`src/sli_pkg.sv`:
```
// Shared constants, codes and transfer types for the sorted list block.
package sli_pkg;

    localparam int CAPACITY = 16;
    localparam int IDX_W    = $clog2(CAPACITY);
    localparam int CNT_W    = $clog2(CAPACITY + 1);

    localparam logic       FUNC_INSERT  = 1'b0;
    localparam logic       FUNC_REMOVE  = 1'b1;

    localparam logic [1:0] ST_OK        = 2'd0;
    localparam logic [1:0] ST_NOT_FOUND = 2'd1;
    localparam logic [1:0] ST_FULL      = 2'd2;
    localparam logic [1:0] ST_EMPTY     = 2'd3;

    typedef struct packed {
        logic               func;
        logic signed [31:0] value;
    } request_t;

    typedef struct packed {
        logic [1:0]         status;
        logic [CNT_W-1:0]   entry_count;
        logic signed [31:0] smallest;
    } result_t;

    typedef struct packed {
        logic load;
        logic walk;
        logic fin;
        logic rd0;
    } dp_cmd_t;

    typedef struct packed {
        logic walk_done;
    } dp_status_t;

endpackage

```
`src/sorted_list_insert_remove.sv`:
```
// A transfer loads on start, walks the N entries held, then steps S_FIN, S_RD0, S_OUT with done.
// Nothing to walk (empty table, or insert into a full table): the walk reads no entry.
// One transfer at a time, start is taken only while idle;
// the walk reads one entry per cycle through the single read port of the entry memory.
// Reset empties the table; entry memory is not cleared, only the count is.
// The result is shown for one cycle with done; the receiver cannot stall.
module sorted_list_insert_remove
    import sli_pkg::*;
(
    input  logic     clk,
    input  logic     rst_n,
    input  logic     start,
    input  request_t request,
    output logic     busy,
    output logic     done,
    output result_t  result
);

    dp_cmd_t    cmd;
    dp_status_t status;

    sli_ctrl u_ctrl (
        .clk    (clk),
        .rst_n  (rst_n),
        .start  (start),
        .status (status),
        .cmd    (cmd),
        .busy   (busy),
        .done   (done)
    );

    sli_datapath u_datapath (
        .clk     (clk),
        .rst_n   (rst_n),
        .cmd     (cmd),
        .request (request),
        .status  (status),
        .result  (result)
    );

`ifndef ASSERT_OFF
    a_accept_busy: assert property (@(posedge clk) disable iff (!rst_n)
        (start && !busy) |=> busy)
        else $error("busy not raised after accepted transfer");

    a_done_pulse: assert property (@(posedge clk) disable iff (!rst_n)
        done |=> !done)
        else $error("done held for more than one cycle");

    a_done_busy: assert property (@(posedge clk) disable iff (!rst_n)
        done |-> busy)
        else $error("result shown while idle");

    a_count_range: assert property (@(posedge clk) disable iff (!rst_n)
        done |-> (result.entry_count <= CNT_W'(CAPACITY)))
        else $error("entry count beyond capacity");
`endif

endmodule

```
`src/sli_datapath.sv`:
```
// Entry memory, walk pointers and update logic of the sorted list.
module sli_datapath
    import sli_pkg::*;
(
    input  logic       clk,
    input  logic       rst_n,
    input  dp_cmd_t    cmd,
    input  request_t   request,
    output dp_status_t status,
    output result_t    result
);

    logic signed [31:0] mem [CAPACITY];
    logic signed [31:0] rd_data_reg;

    logic signed [31:0] key_reg,      key_next;
    logic               func_reg,     func_next;
    logic [CNT_W-1:0]   count_reg,    count_next;
    logic [CNT_W-1:0]   left_reg,     left_next;
    logic [IDX_W-1:0]   ptr_reg,      ptr_next;
    logic               pend_reg,     pend_next;
    logic [IDX_W-1:0]   pend_addr_reg, pend_addr_next;
    logic               placed_reg,   placed_next;
    logic               found_reg,    found_next;
    logic               special_reg,  special_next;
    logic [1:0]         status_reg,   status_next;

    logic               we;
    logic [IDX_W-1:0]   waddr;
    logic signed [31:0] wdata;
    logic               rd_en;
    logic [IDX_W-1:0]   rd_addr;
    logic [CNT_W-1:0]   cnt_dec;

    assign cnt_dec = count_reg - 1'b1;

    always_comb
    begin
        key_next       = key_reg;
        func_next      = func_reg;
        count_next     = count_reg;
        left_next      = left_reg;
        ptr_next       = ptr_reg;
        pend_next      = 1'b0;
        pend_addr_next = pend_addr_reg;
        placed_next    = placed_reg;
        found_next     = found_reg;
        special_next   = special_reg;
        status_next    = status_reg;
        we             = 1'b0;
        waddr          = '0;
        wdata          = '0;
        rd_en          = 1'b0;
        rd_addr        = '0;

        if (cmd.load)
        begin
            key_next    = request.value;
            func_next   = request.func;
            placed_next = 1'b0;
            found_next  = 1'b0;
            status_next = ST_OK;
            if (request.func == FUNC_INSERT)
            begin
                special_next = (count_reg == CNT_W'(CAPACITY));
                if (count_reg == CNT_W'(CAPACITY))
                begin
                    status_next = ST_FULL;
                end
                left_next = (count_reg == CNT_W'(CAPACITY)) ? '0 : count_reg;
                ptr_next  = cnt_dec[IDX_W-1:0];
            end
            else
            begin
                special_next = (count_reg == '0);
                if (count_reg == '0)
                begin
                    status_next = ST_EMPTY;
                end
                left_next = count_reg;
                ptr_next  = '0;
            end
        end

        if (cmd.walk)
        begin
            // process the entry read last cycle
            if (pend_reg)
            begin
                if (func_reg == FUNC_INSERT)
                begin
                    if (!placed_reg)
                    begin
                        we    = 1'b1;
                        waddr = pend_addr_reg + 1'b1;
                        if (rd_data_reg > key_reg)
                        begin
                            wdata = rd_data_reg;
                        end
                        else
                        begin
                            wdata       = key_reg;
                            placed_next = 1'b1;
                        end
                    end
                end
                else
                begin
                    if (found_reg)
                    begin
                        we    = 1'b1;
                        waddr = pend_addr_reg - 1'b1;
                        wdata = rd_data_reg;
                    end
                    else if (rd_data_reg == key_reg)
                    begin
                        found_next = 1'b1;
                    end
                end
            end
            // insert walks down from the top, remove walks up from the bottom
            if (left_reg != '0)
            begin
                rd_en          = 1'b1;
                rd_addr        = ptr_reg;
                pend_next      = 1'b1;
                pend_addr_next = ptr_reg;
                left_next      = left_reg - 1'b1;
                ptr_next       = (func_reg == FUNC_INSERT) ? ptr_reg - 1'b1
                                                           : ptr_reg + 1'b1;
            end
        end

        if (cmd.fin && !special_reg)
        begin
            if (func_reg == FUNC_INSERT)
            begin
                if (!placed_reg)
                begin
                    we    = 1'b1;
                    waddr = '0;
                    wdata = key_reg;
                end
                count_next = count_reg + 1'b1;
            end
            else if (found_reg)
            begin
                count_next = count_reg - 1'b1;
            end
            else
            begin
                status_next = ST_NOT_FOUND;
            end
        end

        if (cmd.rd0)
        begin
            rd_en   = 1'b1;
            rd_addr = '0;
        end
    end

    always_ff @(posedge clk)
    begin
        if (we)
        begin
            mem[waddr] <= wdata;
        end
        if (rd_en)
        begin
            rd_data_reg <= mem[rd_addr];
        end
    end

    always_ff @(posedge clk or negedge rst_n)
    begin
        if (!rst_n)
        begin
            count_reg   <= '0;
            left_reg    <= '0;
            pend_reg    <= 1'b0;
            placed_reg  <= 1'b0;
            found_reg   <= 1'b0;
            special_reg <= 1'b0;
            status_reg  <= ST_OK;
            func_reg    <= FUNC_INSERT;
        end
        else
        begin
            count_reg   <= count_next;
            left_reg    <= left_next;
            pend_reg    <= pend_next;
            placed_reg  <= placed_next;
            found_reg   <= found_next;
            special_reg <= special_next;
            status_reg  <= status_next;
            func_reg    <= func_next;
        end
    end

    always_ff @(posedge clk)
    begin
        key_reg       <= key_next;
        ptr_reg       <= ptr_next;
        pend_addr_reg <= pend_addr_next;
    end

    assign status.walk_done   = (left_reg == '0) && !pend_reg;
    assign result.status      = status_reg;
    assign result.entry_count = count_reg;
    assign result.smallest    = (count_reg == '0) ? 32'sd0 : rd_data_reg;

endmodule

```
`src/sli_ctrl.sv`:
```
// Sequencer that steps the datapath through one transfer.
module sli_ctrl
    import sli_pkg::*;
(
    input  logic       clk,
    input  logic       rst_n,
    input  logic       start,
    input  dp_status_t status,
    output dp_cmd_t    cmd,
    output logic       busy,
    output logic       done
);

    localparam logic [2:0] S_IDLE = 3'd0;
    localparam logic [2:0] S_WALK = 3'd1;
    localparam logic [2:0] S_FIN  = 3'd2;
    localparam logic [2:0] S_RD0  = 3'd3;
    localparam logic [2:0] S_OUT  = 3'd4;

    logic [2:0] state_reg, state_next;

    always_comb
    begin
        state_next = state_reg;
        unique case (state_reg)
            S_IDLE:
            begin
                if (start)
                begin
                    state_next = S_WALK;
                end
            end
            S_WALK:
            begin
                if (status.walk_done)
                begin
                    state_next = S_FIN;
                end
            end
            S_FIN:   state_next = S_RD0;
            S_RD0:   state_next = S_OUT;
            S_OUT:   state_next = S_IDLE;
            default: state_next = S_IDLE;
        endcase
    end

    always_ff @(posedge clk or negedge rst_n)
    begin
        if (!rst_n)
        begin
            state_reg <= S_IDLE;
        end
        else
        begin
            state_reg <= state_next;
        end
    end

    assign cmd.load = (state_reg == S_IDLE) && start;
    assign cmd.walk = (state_reg == S_WALK);
    assign cmd.fin  = (state_reg == S_FIN);
    assign cmd.rd0  = (state_reg == S_RD0);
    assign busy     = (state_reg != S_IDLE);
    assign done     = (state_reg == S_OUT);

endmodule

```
`config.mk`:
```
export PLATFORM = sky130hd
export DESIGN_NAME = sorted_list_insert_remove
export DESIGN_NICKNAME = d
export VERILOG_FILES = /design/src/sli_pkg.sv /design/src/sorted_list_insert_remove.sv /design/src/sli_datapath.sv /design/src/sli_ctrl.sv
export SDC_FILE = /design/constraint.sdc
export NUM_CORES = 1
export LEC_CHECK = 0
export BUFFER_PORTS_ARGS = -buffer_cell sky130_fd_sc_hd__buf_2
export CORE_MARGIN = 1
export CORE_UTILIZATION = 45
export CTS_BUF_LIST = sky130_fd_sc_hd__clkbuf_4 sky130_fd_sc_hd__clkbuf_8
export DETAILED_ROUTE_END_ITERATION = 12
export GPL_TIMING_DRIVEN = 0
export SETUP_SLACK_MARGIN = 0.15
export SYNTH_ARGS = -nofsm -noshare
export SYNTH_HDL_FRONTEND = slang
export SYNTH_HIERARCHICAL = 1
export SYNTH_SLANG_ARGS = --single-unit
```
`constraint.sdc`:
```
create_clock -name clk -period 4.3 [get_ports clk]
set_clock_uncertainty 0.2 [all_clocks]
set_input_delay 0.43 -clock clk [delete_from_list [all_inputs] [get_ports clk]]
set_output_delay 0.43 -clock clk [all_outputs]
set_load 0.005 [all_outputs]
```
==> qor.txt, run 1 <==
die width: 234.3 um
Post-Place Worst Slack: 0.03811 ns
Peak VDD IR: 366.6 uV
power per cell area: 788.3 nW/um^2
average cell area after synthesis: 14.50 sq um
Fin. Hold Viols: 0
Routability Congestion: 0.8665
Seq pwr share: 0.391
Clock Path Buffers: 3
Worst Path Max Fanout: 16
initial antenna violation count: 2
TNS Setup: 0 ns
placed cell count: 2456
drt via density: 5.888
clock sinks: 604
vias in the first global route: 15.49k
status: complete, no violations
critical path type: flip-flop to flip-flop
fmax: 251.3 MHz
FF/Latch Area: 18000 sq um
Synth Warn #: 6
Worst R2R Start: u_datapath/rd_data_reg[27]
period utilization: 0.9254
Arr. time, crit path: 4.24 ns
Root Driver: clkbuf_8
area of the multi-input gates: 5838 sq um
relative slew slack: 0.2368
initial core utilization: 0.4584
HP Start: request[15]
combinational share of power: 0.390
Placeable Area: 52970 sq um
part of the power in the clock network: 0.219
Post-Layout Cell Count: 2674
first-pass GRT wire length: 99.81 mm
IO Port Bufs: 75
min-delay worst type: input pin to flip-flop
Area Growth Syn to Fin: 16.93%
final setup fails: 0
Setup WS post-layout: 0.3208 ns
WL/cell: 25.52 um
TritonCTS Buffers: 98
Sw Share: 0.3948
# DRC: 0
RSZ-0062 raised after global routing: false
DIE AREA: 54900 sq um
DR vias: 15.74k
Seq/Total Area, Yosys: 0.7411
Synth Cell Area: 24280 sq um
total gr overflow: 0
synthesized instance count: 1675
drt initial violations: 1813
P_leak: 9.961 nW
Max Cap Viol: 0
gr usage total: 0.2530
worst slew pin tran: 1.137 ns
Die Span Y: 234.3 um
Synth cell types: 69
# H-tree levels: 3
number of synthesized flops with an enable pin: 580
ANT nets after route: 0
critical path endpoint category: flip-flop
CP Launch Type: flip-flop
Total Routed Length: 68.24 mm
crit path from: u_datapath/rd_data_reg[27]
num ports: 77
Worst-Skew Late Latency: 0.70 ns
final net count: 1981
pin count of the biggest net entering global routing: 25
num rows: 84
Post-synth ARST share: 0.03311
Largest register FFs: 512
fillcell total: 4436
#FFs+latches synth: 604
share of layout cells above drive strength 1: 0.1768
CTS clk-pin slew, worst paths: 0.06 ns
first-pass detailed-route iteration total: 6
Pins Over Slew Limit: 0
Sw Pwr: 8.837 mW
syn nets: 1751
worst path required time: 4.56 ns
Int Pwr: 13.55 mW
HPWL after DPL: 43.11 mm
Main synth FF type: edfxtp_1
final worst path period need: 3.979 ns
CTS tree: done
[cell usage after synthesis (3+ instances only)]
library cell / number / area share
nor2b_1: 34 / 0.0088
buf_1: 4 / 0.00062
a22o_1: 31 / 0.011
dfrtp_1: 20 / 0.021
o21ai_0: 19 / 0.0039
nand4_1: 6 / 0.0015
nor2_1: 39 / 0.0060
o22ai_1: 130 / 0.033
a31oi_1: 99 / 0.026
dfxtp_1: 4 / 0.0033
edfxtp_1: 580 / 0.72
buf_2: 28 / 0.0058
inv_1: 49 / 0.0076
nand2b_1: 4 / 0.0010
nor3b_1: 3 / 0.00093
ha_1: 39 / 0.020
nand2_1: 259 / 0.040
nor3_1: 9 / 0.0019
o221ai_1: 4 / 0.0014
a211oi_1: 32 / 0.0099
buf_6: 5 / 0.0023
a22oi_1: 34 / 0.011
a21oi_1: 58 / 0.012
and3_1: 4 / 0.0010
a21o_1: 3 / 0.00093
nand3_1: 22 / 0.0045
o211ai_1: 3 / 0.00093
xnor2_1: 6 / 0.0022
mux2i_1: 33 / 0.014
xor2_1: 4 / 0.0014
clkbuf_1: 61 / 0.0094
[per-stage QoR]
step | hold slack [ns] | utilization | cell area, sq um | power, mW
floorplan | -0.06559 | - | 24280 | 13.85
global placement | 0.2018 | 0.4818 | 25520 | 17.05
detailed placement | 0.2062 | 0.4916 | 26040 | 17.40
CTS | 0.1941 | 0.5353 | 28350 | 22.37
global route | 0.2042 | 0.5360 | 28390 | 23.45
finish | 0.2434 | 0.5360 | 28390 | 22.38
[power by group through the flow]
stage | Sequential, mW | Clock (mW) | Combinational [mW]
finish | 8.75 | 4.90 | 8.74
global route | 8.82 | 5.25 | 9.37
CTS | 8.76 | 4.99 | 8.62
detailed placement | 8.87 | 0 | 8.53
global placement | 8.90 | 0 | 8.15
floorplan | 8.70 | 0 | 5.15
[layer usage]
layer	global-route usage	wire (um)	up-vias
met4	0.08266	1729	0
met2	0.4052	32290	781
met1	0.3430	27860	7851
met5	0	0	-
met3	0.05581	6366	122
li1	-	-	6990
[worst paths after layout]
kind	endpoint	slack, ns	cells after the start
max	u_datapath/mem[1][13]	0.32	8
min in group asynchronous	u_ctrl/state_reg[1]	0.57	3
min reg2reg	u_datapath/status_reg[0]	0.31	2
max in group asynchronous	u_datapath/pend_reg	2.48	4
min	u_datapath/key_reg[15]	0.24	2
max reg2reg	u_datapath/mem[1][13]	0.32	8
[critical path, cell delays in order (launching register included)]
cell and delay, ns:
edfxtp_1 0.48, ha_1 0.39, a21oi_1 0.16, o21ai_0 0.34, a221oi_4 0.64, nand3_1 0.21
o221ai_2 0.45, buf_2 0.41, a22o_2 0.44
[cell type report]
class	instances	area share
well taps	688	0.03032
diodes	1	0.00008813
clock buffers	141	0.05975
plain buffers	98	0.01560
clock inverters	39	0.008328
inverters	49	0.006477
multi-input cells	924	0.2056
flip-flops and latches	604	0.6338
repair buffers	130	0.04001
[placed cells by master (no fill, tap or decap), types with 5 or more instances in the layout]
cell,Yosys,layout
dfrtp_1,20,20
clkbuf_4,0,39
dlygate4sd3_1,0,37
o21ai_0,19,19
buf_2,28,103
a31oi_1,99,99
clkinv_1,0,24
nand4_1,6,6
edfxtp_1,580,580
buf_12,0,14
mux2i_1,33,33
nor2_1,39,21
buf_6,5,5
xnor2_1,6,6
nor2_4,0,17
clkinv_2,0,8
a211oi_1,32,32
o22ai_1,130,130
nand3_1,22,22
ha_1,39,39
nand2_1,259,259
nor3_1,9,9
a22o_2,2,32
a22oi_1,34,34
clkbuf_8,0,102
a21oi_1,58,58
nor2b_1,34,34
clkbuf_1,61,59
inv_1,49,49
[what timing repair did]
item                                    CTS  global route
endpoints found under the setup margin  475           490
gates resized for setup                   3            33
hold buffers                             37             0
setup buffers                             0             0
hold endpoints to repair                 55             0
[kinds of logic (layout without fill, tap and decap cells)]
kind of cell,after synthesis,after routing,synth area share
DFF,604,604,0.7411
AOI/OAI and AO/OA,435,435,0.1190
adders and majority gates,40,40,0.02092
muxes,33,33,0.01360
buffers and inverters,147,457,0.02571
xor gates and xnor gates,10,10,0.003607
and+or+nand+nor,406,406,0.07605
other,0,1,0
(Power assumes the default switching activity.)
==> run 2: changes to the inputs <==
==> constraint.sdc (replaced) <==
create_clock -name clk -period 3.9 [get_ports clk]
set_clock_uncertainty 0.2 [all_clocks]
set_input_delay 0.39 -clock clk [delete_from_list [all_inputs] [get_ports clk]]
set_output_delay 0.39 -clock clk [all_outputs]
set_load 0.005 [all_outputs]
==> run 2 against run 1 <==
Against the previous run:
- wire length rose by 0.24%
- power rose by 11%
- core utilization rose by 0.16 points
- highest routed layer unchanged
- count of clock-buffer cells in the layout did not move
- sequential share of layout area fell by 0.19 points
==> qor.txt, run 2 (synthesis gave the netlist of run 1 again) <==
Slowest-stage cell, CP: nand4_1 (was a221oi_4)
Max Cap Viol: 0 (unchanged)
drt via density: 5.897 (was 5.888)
IO Port Bufs: 75 (unchanged)
# DRC: 0 (unchanged)
worst slew pin tran: 1.090 ns (was 1.137 ns)
slowest stage delay, CP: 0.52 ns (was 0.64 ns)
commonest non-fill, non-tap cells in the layout: edfxtp_1, nand2_1, o22ai_1 (unchanged)
Worst Path Max Fanout: 16 (unchanged)
CTS tree: done (unchanged)
R2R depth: 10 (was 8)
Total Routed Length: 68.40 mm (was 68.24 mm)
Largest register FFs: 512 (unchanged)
DR WL met3: 6.353 mm (was 6.366 mm)
top sig layer: met4 (unchanged)
Post-Layout Cell Count: 2676 (was 2674)
leading cell type in the layout, fill and taps excluded: edfxtp_1 (unchanged)
final setup fails: 0 (unchanged)
crit path from: u_datapath/rd_data_reg[20] (was u_datapath/rd_data_reg[27])
DIE AREA: 54900 sq um (unchanged)
Root Driver: clkbuf_8 (unchanged)
worst path required time: 4.08 ns (was 4.56 ns)
gr usage total: 0.2528 (was 0.2530)
capture point of the worst reg-to-reg path: u_datapath/mem[1][19] (was u_datapath/mem[1][13])
TritonCTS Buffers: 98 (unchanged)
first-pass detailed-route iteration total: 6 (unchanged)
total power: 24.81 mW (was 22.38 mW)
Post-Place Worst Slack: -0.3619 ns (was 0.03811 ns)
critical path endpoint category: flip-flop (unchanged)
num ports: 77 (unchanged)
num rows: 84 (unchanged)
Fin. Hold Viols: 0 (unchanged)
Worst-Skew Late Latency: 0.70 ns (about the same)
initial antenna violation count: 2 (unchanged)
die width: 234.3 um (unchanged)
power per cell area: 871.1 nW/um^2 (was 788.3 nW/um^2)
Clock Path Buffers: 3 (unchanged)
RSZ-0062 raised after global routing: true (was false)
P_leak: 10.01 nW (was 9.961 nW)
Critical path destination: u_datapath/mem[1][19] (was u_datapath/mem[1][13])
Arr. time, crit path: 4.01 ns (was 4.24 ns)
final worst path period need: 3.823 ns (was 3.979 ns)
M1 WL: 28.11 mm (was 27.86 mm)
status: complete, no violations (unchanged)
CP Launch Type: flip-flop (unchanged)
Routability Congestion: 0.8665 (unchanged)
first-pass GRT wire length: 99.79 mm (was 99.81 mm)
critical path type: flip-flop to flip-flop (unchanged)
HPWL after DPL: 43.11 mm (unchanged)
vias in the first global route: 15.50k (was 15.49k)
total gr overflow: 0 (unchanged)
drt initial violations: 1819 (was 1813)
TNS Setup: 0 ns (unchanged)
Pins Over Slew Limit: 0 (unchanged)
fmax: 261.5 MHz (was 251.3 MHz)
CTS clk-pin slew, worst paths: 0.06 ns (about the same)
DR vias: 15.78k (was 15.74k)
final net count: 1983 (was 1981)
ANT nets after route: 0 (unchanged)
pin count of the biggest net entering global routing: 25 (unchanged)
period utilization: 0.9804 (was 0.9254)
relative slew slack: 0.2681 (was 0.2368)
Worst R2R Start: u_datapath/rd_data_reg[20] (was u_datapath/rd_data_reg[27])
Die Span Y: 234.3 um (unchanged)
initial core utilization: 0.4584 (unchanged)
Placeable Area: 52970 sq um (unchanged)
Area Growth Syn to Fin: 17.28% (was 16.93%)
Setup WS post-layout: 0.07651 ns (was 0.3208 ns)
placed cell count: 2456 (unchanged)
WL/cell: 25.56 um (was 25.52 um)
R2R Setup Slk: 0.08 ns (was 0.32 ns)
Peak VDD IR: 413.0 uV (was 366.6 uV)
WL met2: 32.39 mm (was 32.29 mm)
share of layout cells above drive strength 1: 0.1827 (was 0.1768)
min-delay worst type: input pin to flip-flop (unchanged)
CP Cell Sequence: ha_1 > nand4_1 > and4bb_1 > and2_2 > o31ai_4 > nand4_1 > or3b_1 > buf_6 > buf_6 > a22o_2 (was ha_1 > a21oi_1 > o21ai_0 > a221oi_4 > nand3_1 > o221ai_2 > buf_2 > a22o_2)
clock sinks: 604 (unchanged)
# H-tree levels: 3 (unchanged)
-- run 2: changes by cell type in the layout (fill, tap and decap cells not counted), moves of 2 or more --
cell	delta
a22o_4	+3
clkbuf_1	-6
o221ai_2	-2
clkbuf_2	+6
o221ai_4	+2
a22o_2	-3
buf_4	+4
-- run 2: power by group --
part	switching [mW]	internal (mW)	leakage, nW
clock	2.48	2.93	1.02
sequential	0.503	9.15	5.67
combinational	6.82	2.92	3.32
total	9.81	15.0	10.0
-- run 2: through the flow --
stage          utilization  cell area, sq um  hold slack, ns
6_report            0.5376             28480          0.2034
5_1_grt             0.5376             28480          0.1642
4_1_cts             0.5361             28400          0.1541
3_5_place_dp        0.4916             26040          0.1662
3_3_place_gp        0.4818             25520          0.1618
2_1_floorplan            -             24280         -0.1056
-- run 2: how the worst min path moves through the flow --
stage | to | slack [ns] | cells past startpoint | from
2_1_floorplan | u_ctrl/state_reg[0] | -0.11 | 0 | rst_n
3_3_place_gp | u_ctrl/state_reg[0] | 0.16 | 1 | rst_n
3_5_place_dp | u_ctrl/state_reg[0] | 0.17 | 1 | rst_n
4_1_cts | u_datapath/key_reg[27] | 0.15 | 2 | request[27]
5_1_grt | u_datapath/key_reg[26] | 0.16 | 2 | request[26]
6_report | u_datapath/key_reg[15] | 0.20 | 2 | request[15]
-- run 2: what timing repair did --
action / CTS / global route
gates resized for setup: 37 / 20
pin swaps: 1 / 2
buffers inserted: 1 / 2
endpoints found under the setup margin: 510 / 527
hold buffers: 36 / 0
hold endpoints to repair: 69 / 0
-- run 2: area by class of cell --
| class | instances | area [sq um] |
|---|---|---|
| well taps | 688 | 860.8 |
| fillers | 4423 | 24490 |
| clock inverters | 39 | 236.5 |
| diodes | 1 | 2.502 |
| flip-flops and latches | 604 | 18000 |
| multi-input cells | 924 | 5899 |
| plain buffers | 98 | 452.9 |
| repair buffers | 132 | 1149 |
| clock buffers | 141 | 1697 |
| inverters | 49 | 183.9 |
-- run 2: worst max-delay path: cells and delay by family, from the launching register on --
family	cells	cell delay, ns
flip-flops	1	0.49
adder cells (fa/ha/maj)	1	0.33
AND/OR/NAND/NOR	5	1.72
AO/OA/AOI/OAI	2	0.43
buffers and inverters	2	0.32
-- run 2: layer usage --
layer / vias up / track usage
met1: 7881 / 0.3432
met4: 0 / 0.08266
li1: 6983 / -
met5: - / 0
met2: 799 / 0.4043
met3: 118 / 0.05581
==> run 3: changes to the inputs <==
--- a/config.mk
+++ b/config.mk
@@ -6,9 +6,10 @@
 export NUM_CORES = 1
 export LEC_CHECK = 0
 export BUFFER_PORTS_ARGS = -buffer_cell sky130_fd_sc_hd__buf_2
+export CORE_ASPECT_RATIO = 0.5
 export CORE_MARGIN = 1
 export CORE_UTILIZATION = 45
-export CTS_BUF_LIST = sky130_fd_sc_hd__clkbuf_4 sky130_fd_sc_hd__clkbuf_8
+export CTS_BUF_LIST = sky130_fd_sc_hd__clkbuf_16
 export DETAILED_ROUTE_END_ITERATION = 12
 export GPL_TIMING_DRIVEN = 0
 export SETUP_SLACK_MARGIN = 0.15
==> run 3 against run 2 <==
Against the previous run:
- non-clock buffer count decreased by 2
- register-to-register slack better by 0.18 ns
- clock power is 2% lower
- count of clock-buffer cells in the layout shrank 87
- sequential share of layout area up 0.57 points
- global-route usage shrank 1.0 points
- combinational power shrank 0.9%
==> qor.txt, run 3 (synthesis gave the netlist of run 1 again) <==
status: complete, no violations (unchanged)
relative slew slack: 0.3296 (was 0.2681)
DR vias: 15.44k (was 15.78k)
num rows: 59 (was 84)
# DRC: 0 (unchanged)
fmax: 274.2 MHz (was 261.5 MHz)
P_leak: 9.854 nW (was 10.01 nW)
antenna fix cells: 0 (was 1)
drt via density: 5.934 (was 5.897)
Pins Over Slew Limit: 0 (unchanged)
Routability Congestion: 0.8386 (was 0.8665)
IO Port Bufs: 75 (unchanged)
Largest register FFs: 512 (unchanged)
critical path endpoint category: flip-flop (unchanged)
Int Pwr: 15.01 mW (was 15.00 mW)
# H-tree levels: 2 (was 3)
HPWL after DPL: 43.29 mm (was 43.11 mm)
CTS tree: done (unchanged)
Total Routed Length: 66.54 mm (was 68.40 mm)
Worst-Skew Late Latency: 0.59 ns (was 0.70 ns)
gr usage total: 0.2426 (was 0.2528)
drt initial violations: 1852 (was 1819)
Layout Utilization: 0.5362 (was 0.5376)
RSZ-0062 raised after global routing: true (unchanged)
Buf/Inv on CP: 2 (unchanged)
CP Launch Type: flip-flop (unchanged)
cell mode on critical path: o221ai_2
Root Driver: clkbuf_16 (was clkbuf_8)
ANT nets after route: 0 (unchanged)
first-pass GRT wire length: 97.24 mm (was 99.79 mm)
power per cell area: 870.4 nW/um^2 (was 871.1 nW/um^2)
share of layout cells above drive strength 1: 0.1468 (was 0.1827)
Post-Place Worst Slack: -0.3230 ns (was -0.3619 ns)
Clock Path Buffers: 3 (unchanged)
slowest stage delay, CP: 0.45 ns (was 0.52 ns)
clock sinks: 604 (unchanged)
min-delay worst type: input pin to flip-flop (unchanged)
period utilization: 0.9351 (was 0.9804)
Peak VDD IR: 427.5 uV (was 413.0 uV)
Max Cap Viol: 0 (unchanged)
Fin. Hold Viols: 0 (unchanged)
Worst Path Max Fanout: 16 (unchanged)
CTS clk-pin slew, worst paths: 0.06 ns (about the same)
Die Span Y: 166.3 um (was 234.3 um)
Placeable Area: 52630 sq um (was 52970 sq um)
initial antenna violation count: 0 (was 2)
final instance area: 28220 sq um (was 28480 sq um)
Arr. time, crit path: 3.80 ns (was 4.01 ns)
Slowest-stage cell, CP: edfxtp_1 (was nand4_1)
Area Growth Syn to Fin: 16.23% (was 17.28%)
die width: 330.5 um (was 234.3 um)
final net count: 1936 (was 1983)
worst path required time: 4.05 ns (was 4.08 ns)
part of the power in the clock network: 0.215 (was 0.218)
initial core utilization: 0.4614 (was 0.4584)
pin count of the biggest net entering global routing: 24 (was 25)
first-pass detailed-route iteration total: 6 (unchanged)
Seq pwr share: 0.392 (was 0.389)
WL/cell: 25.58 um (was 25.56 um)
leading cell type in the layout, fill and taps excluded: edfxtp_1 (unchanged)
final worst path period need: 3.647 ns (was 3.823 ns)
vias in the first global route: 14.82k (was 15.50k)
placed cell areas: 26060 sq um (was 26040 sq um)
critical path's top delay family: compound AO/OA/AOI/OAI gates (was simple AND/OR/NAND/NOR gates)
num ports: 77 (unchanged)
final setup fails: 0 (unchanged)
worst slew pin tran: 0.9989 ns (was 1.090 ns)
TritonCTS Buffers: 53 (was 98)
total gr overflow: 0 (unchanged)
Setup WS post-layout: 0.2529 ns (was 0.07651 ns)
combinational share of power: 0.393 (about the same)
commonest non-fill, non-tap cells in the layout: edfxtp_1, nand2_1, o22ai_1 (unchanged)
DIE AREA: 54950 sq um (was 54900 sq um)
critical path type: flip-flop to flip-flop (unchanged)
Sw Pwr: 9.554 mW (was 9.806 mW)
CP Cell Sequence: inv_1 > ha_1 > a21o_1 > a21oi_1 > o221ai_2 > a22oi_2 > nand3_1 > o221ai_2 > buf_2 > a22o_2 (was ha_1 > nand4_1 > and4bb_1 > and2_2 > o31ai_4 > nand4_1 > or3b_1 > buf_6 > buf_6 > a22o_2)
Sw Share: 0.3889 (was 0.3953)
run 3: cell types whose count changed in the layout (fill, tap and decap cells not counted), moves of 5 or more:
cell,before,now
clkinv_1,24,11
inv_1,49,59
clkbuf_8,102,0
clkbuf_16,0,54
clkbuf_4,39,1
bufinv_16,2,7
run 3: final cells by class:
cell class / instances / area (sq um)
Fill cell: 4333 / 24410
Timing Repair Buffer: 130 / 1129
Sequential cell: 604 / 18000
Clock buffer: 54 / 1351
Multi-Input combinational cell: 924 / 5863
Buffer: 98 / 451.7
Clock inverter: 41 / 371.6
Inverter: 49 / 183.9
Tap cell: 701 / 877.1
run 3: per-layer routing:
layer / vias to the layer above / routed length [um] / GRT usage
met3: 115 / 6215 / 0.04419
met4: 0 / 2173 / 0.07814
li1: 6878 / - / -
met1: 7730 / 28940 / 0.3613
met5: - / 0 / 0
met2: 712 / 29220 / 0.3602
run 3: power by group through the flow:
| stage | Sequential, mW | Clock, mW | Combinational [mW] |
|---|---|---|---|
| 2_1_floorplan | 9.59 | 0 | 5.68 |
| 3_3_place_gp | 9.80 | 0 | 9.03 |
| 3_5_place_dp | 9.75 | 0 | 9.39 |
| 4_1_cts | 9.61 | 5.35 | 9.51 |
| 5_1_grt | 9.70 | 5.60 | 10.4 |
| 6_report | 9.62 | 5.29 | 9.66 |
run 3: repair_timing:
| item | in CTS | in global routing |
|---|---|---|
| pin swaps | 1 | 1 |
| resized for setup | 31 | 17 |
| cloned | 0 | 0 |
| setup endpoints to repair | 513 | 343 |
| setup buffers | 1 | 2 |
| hold buffers | 34 | 0 |
| endpoints found under the hold margin | 53 | 0 |
run 3: worst register-to-register path, stage by stage, from the launching register on:
cell and delay [ns]:
edfxtp_1 0.45, inv_1 0.08, ha_1 0.23, a21o_1 0.16
a21oi_1 0.19, o221ai_2 0.24, a22oi_2 0.38, nand3_1 0.18
o221ai_2 0.42, buf_2 0.41, a22o_2 0.45
run 3: metrics by stage:
stage	setup TNS [ns]	instances	power (mW)	hold WS (ns)
finish	0	2601	24.57	0.02892
global route	0	2601	25.68	0.07654
CTS	0	2599	24.47	0.0008060
detailed placement	-108.58	2469	19.14	0.1782
global placement	-787.42	2451	18.83	0.1719
floorplan	0	1675	15.27	-0.1056
run 3: worst paths after layout:
| path | startpoint | endpoint | slack, ns | depth (start not counted) |
|---|---|---|---|---|
| setup / recovery | u_datapath/key_reg[21] | u_datapath/mem[4][8] | 0.25 | 10 |
| setup reg to reg | u_datapath/key_reg[21] | u_datapath/mem[4][8] | 0.25 | 10 |
| hold / removal | request[32] | u_datapath/func_reg | 0.03 | 3 |
| max in group asynchronous | rst_n | u_ctrl/state_reg[0] | 3.08 | 2 |
| hold reg to reg | u_datapath/status_reg[0] | u_datapath/status_reg[0] | 0.30 | 2 |
| min in group asynchronous | rst_n | u_datapath/special_reg | 0.10 | 2 |
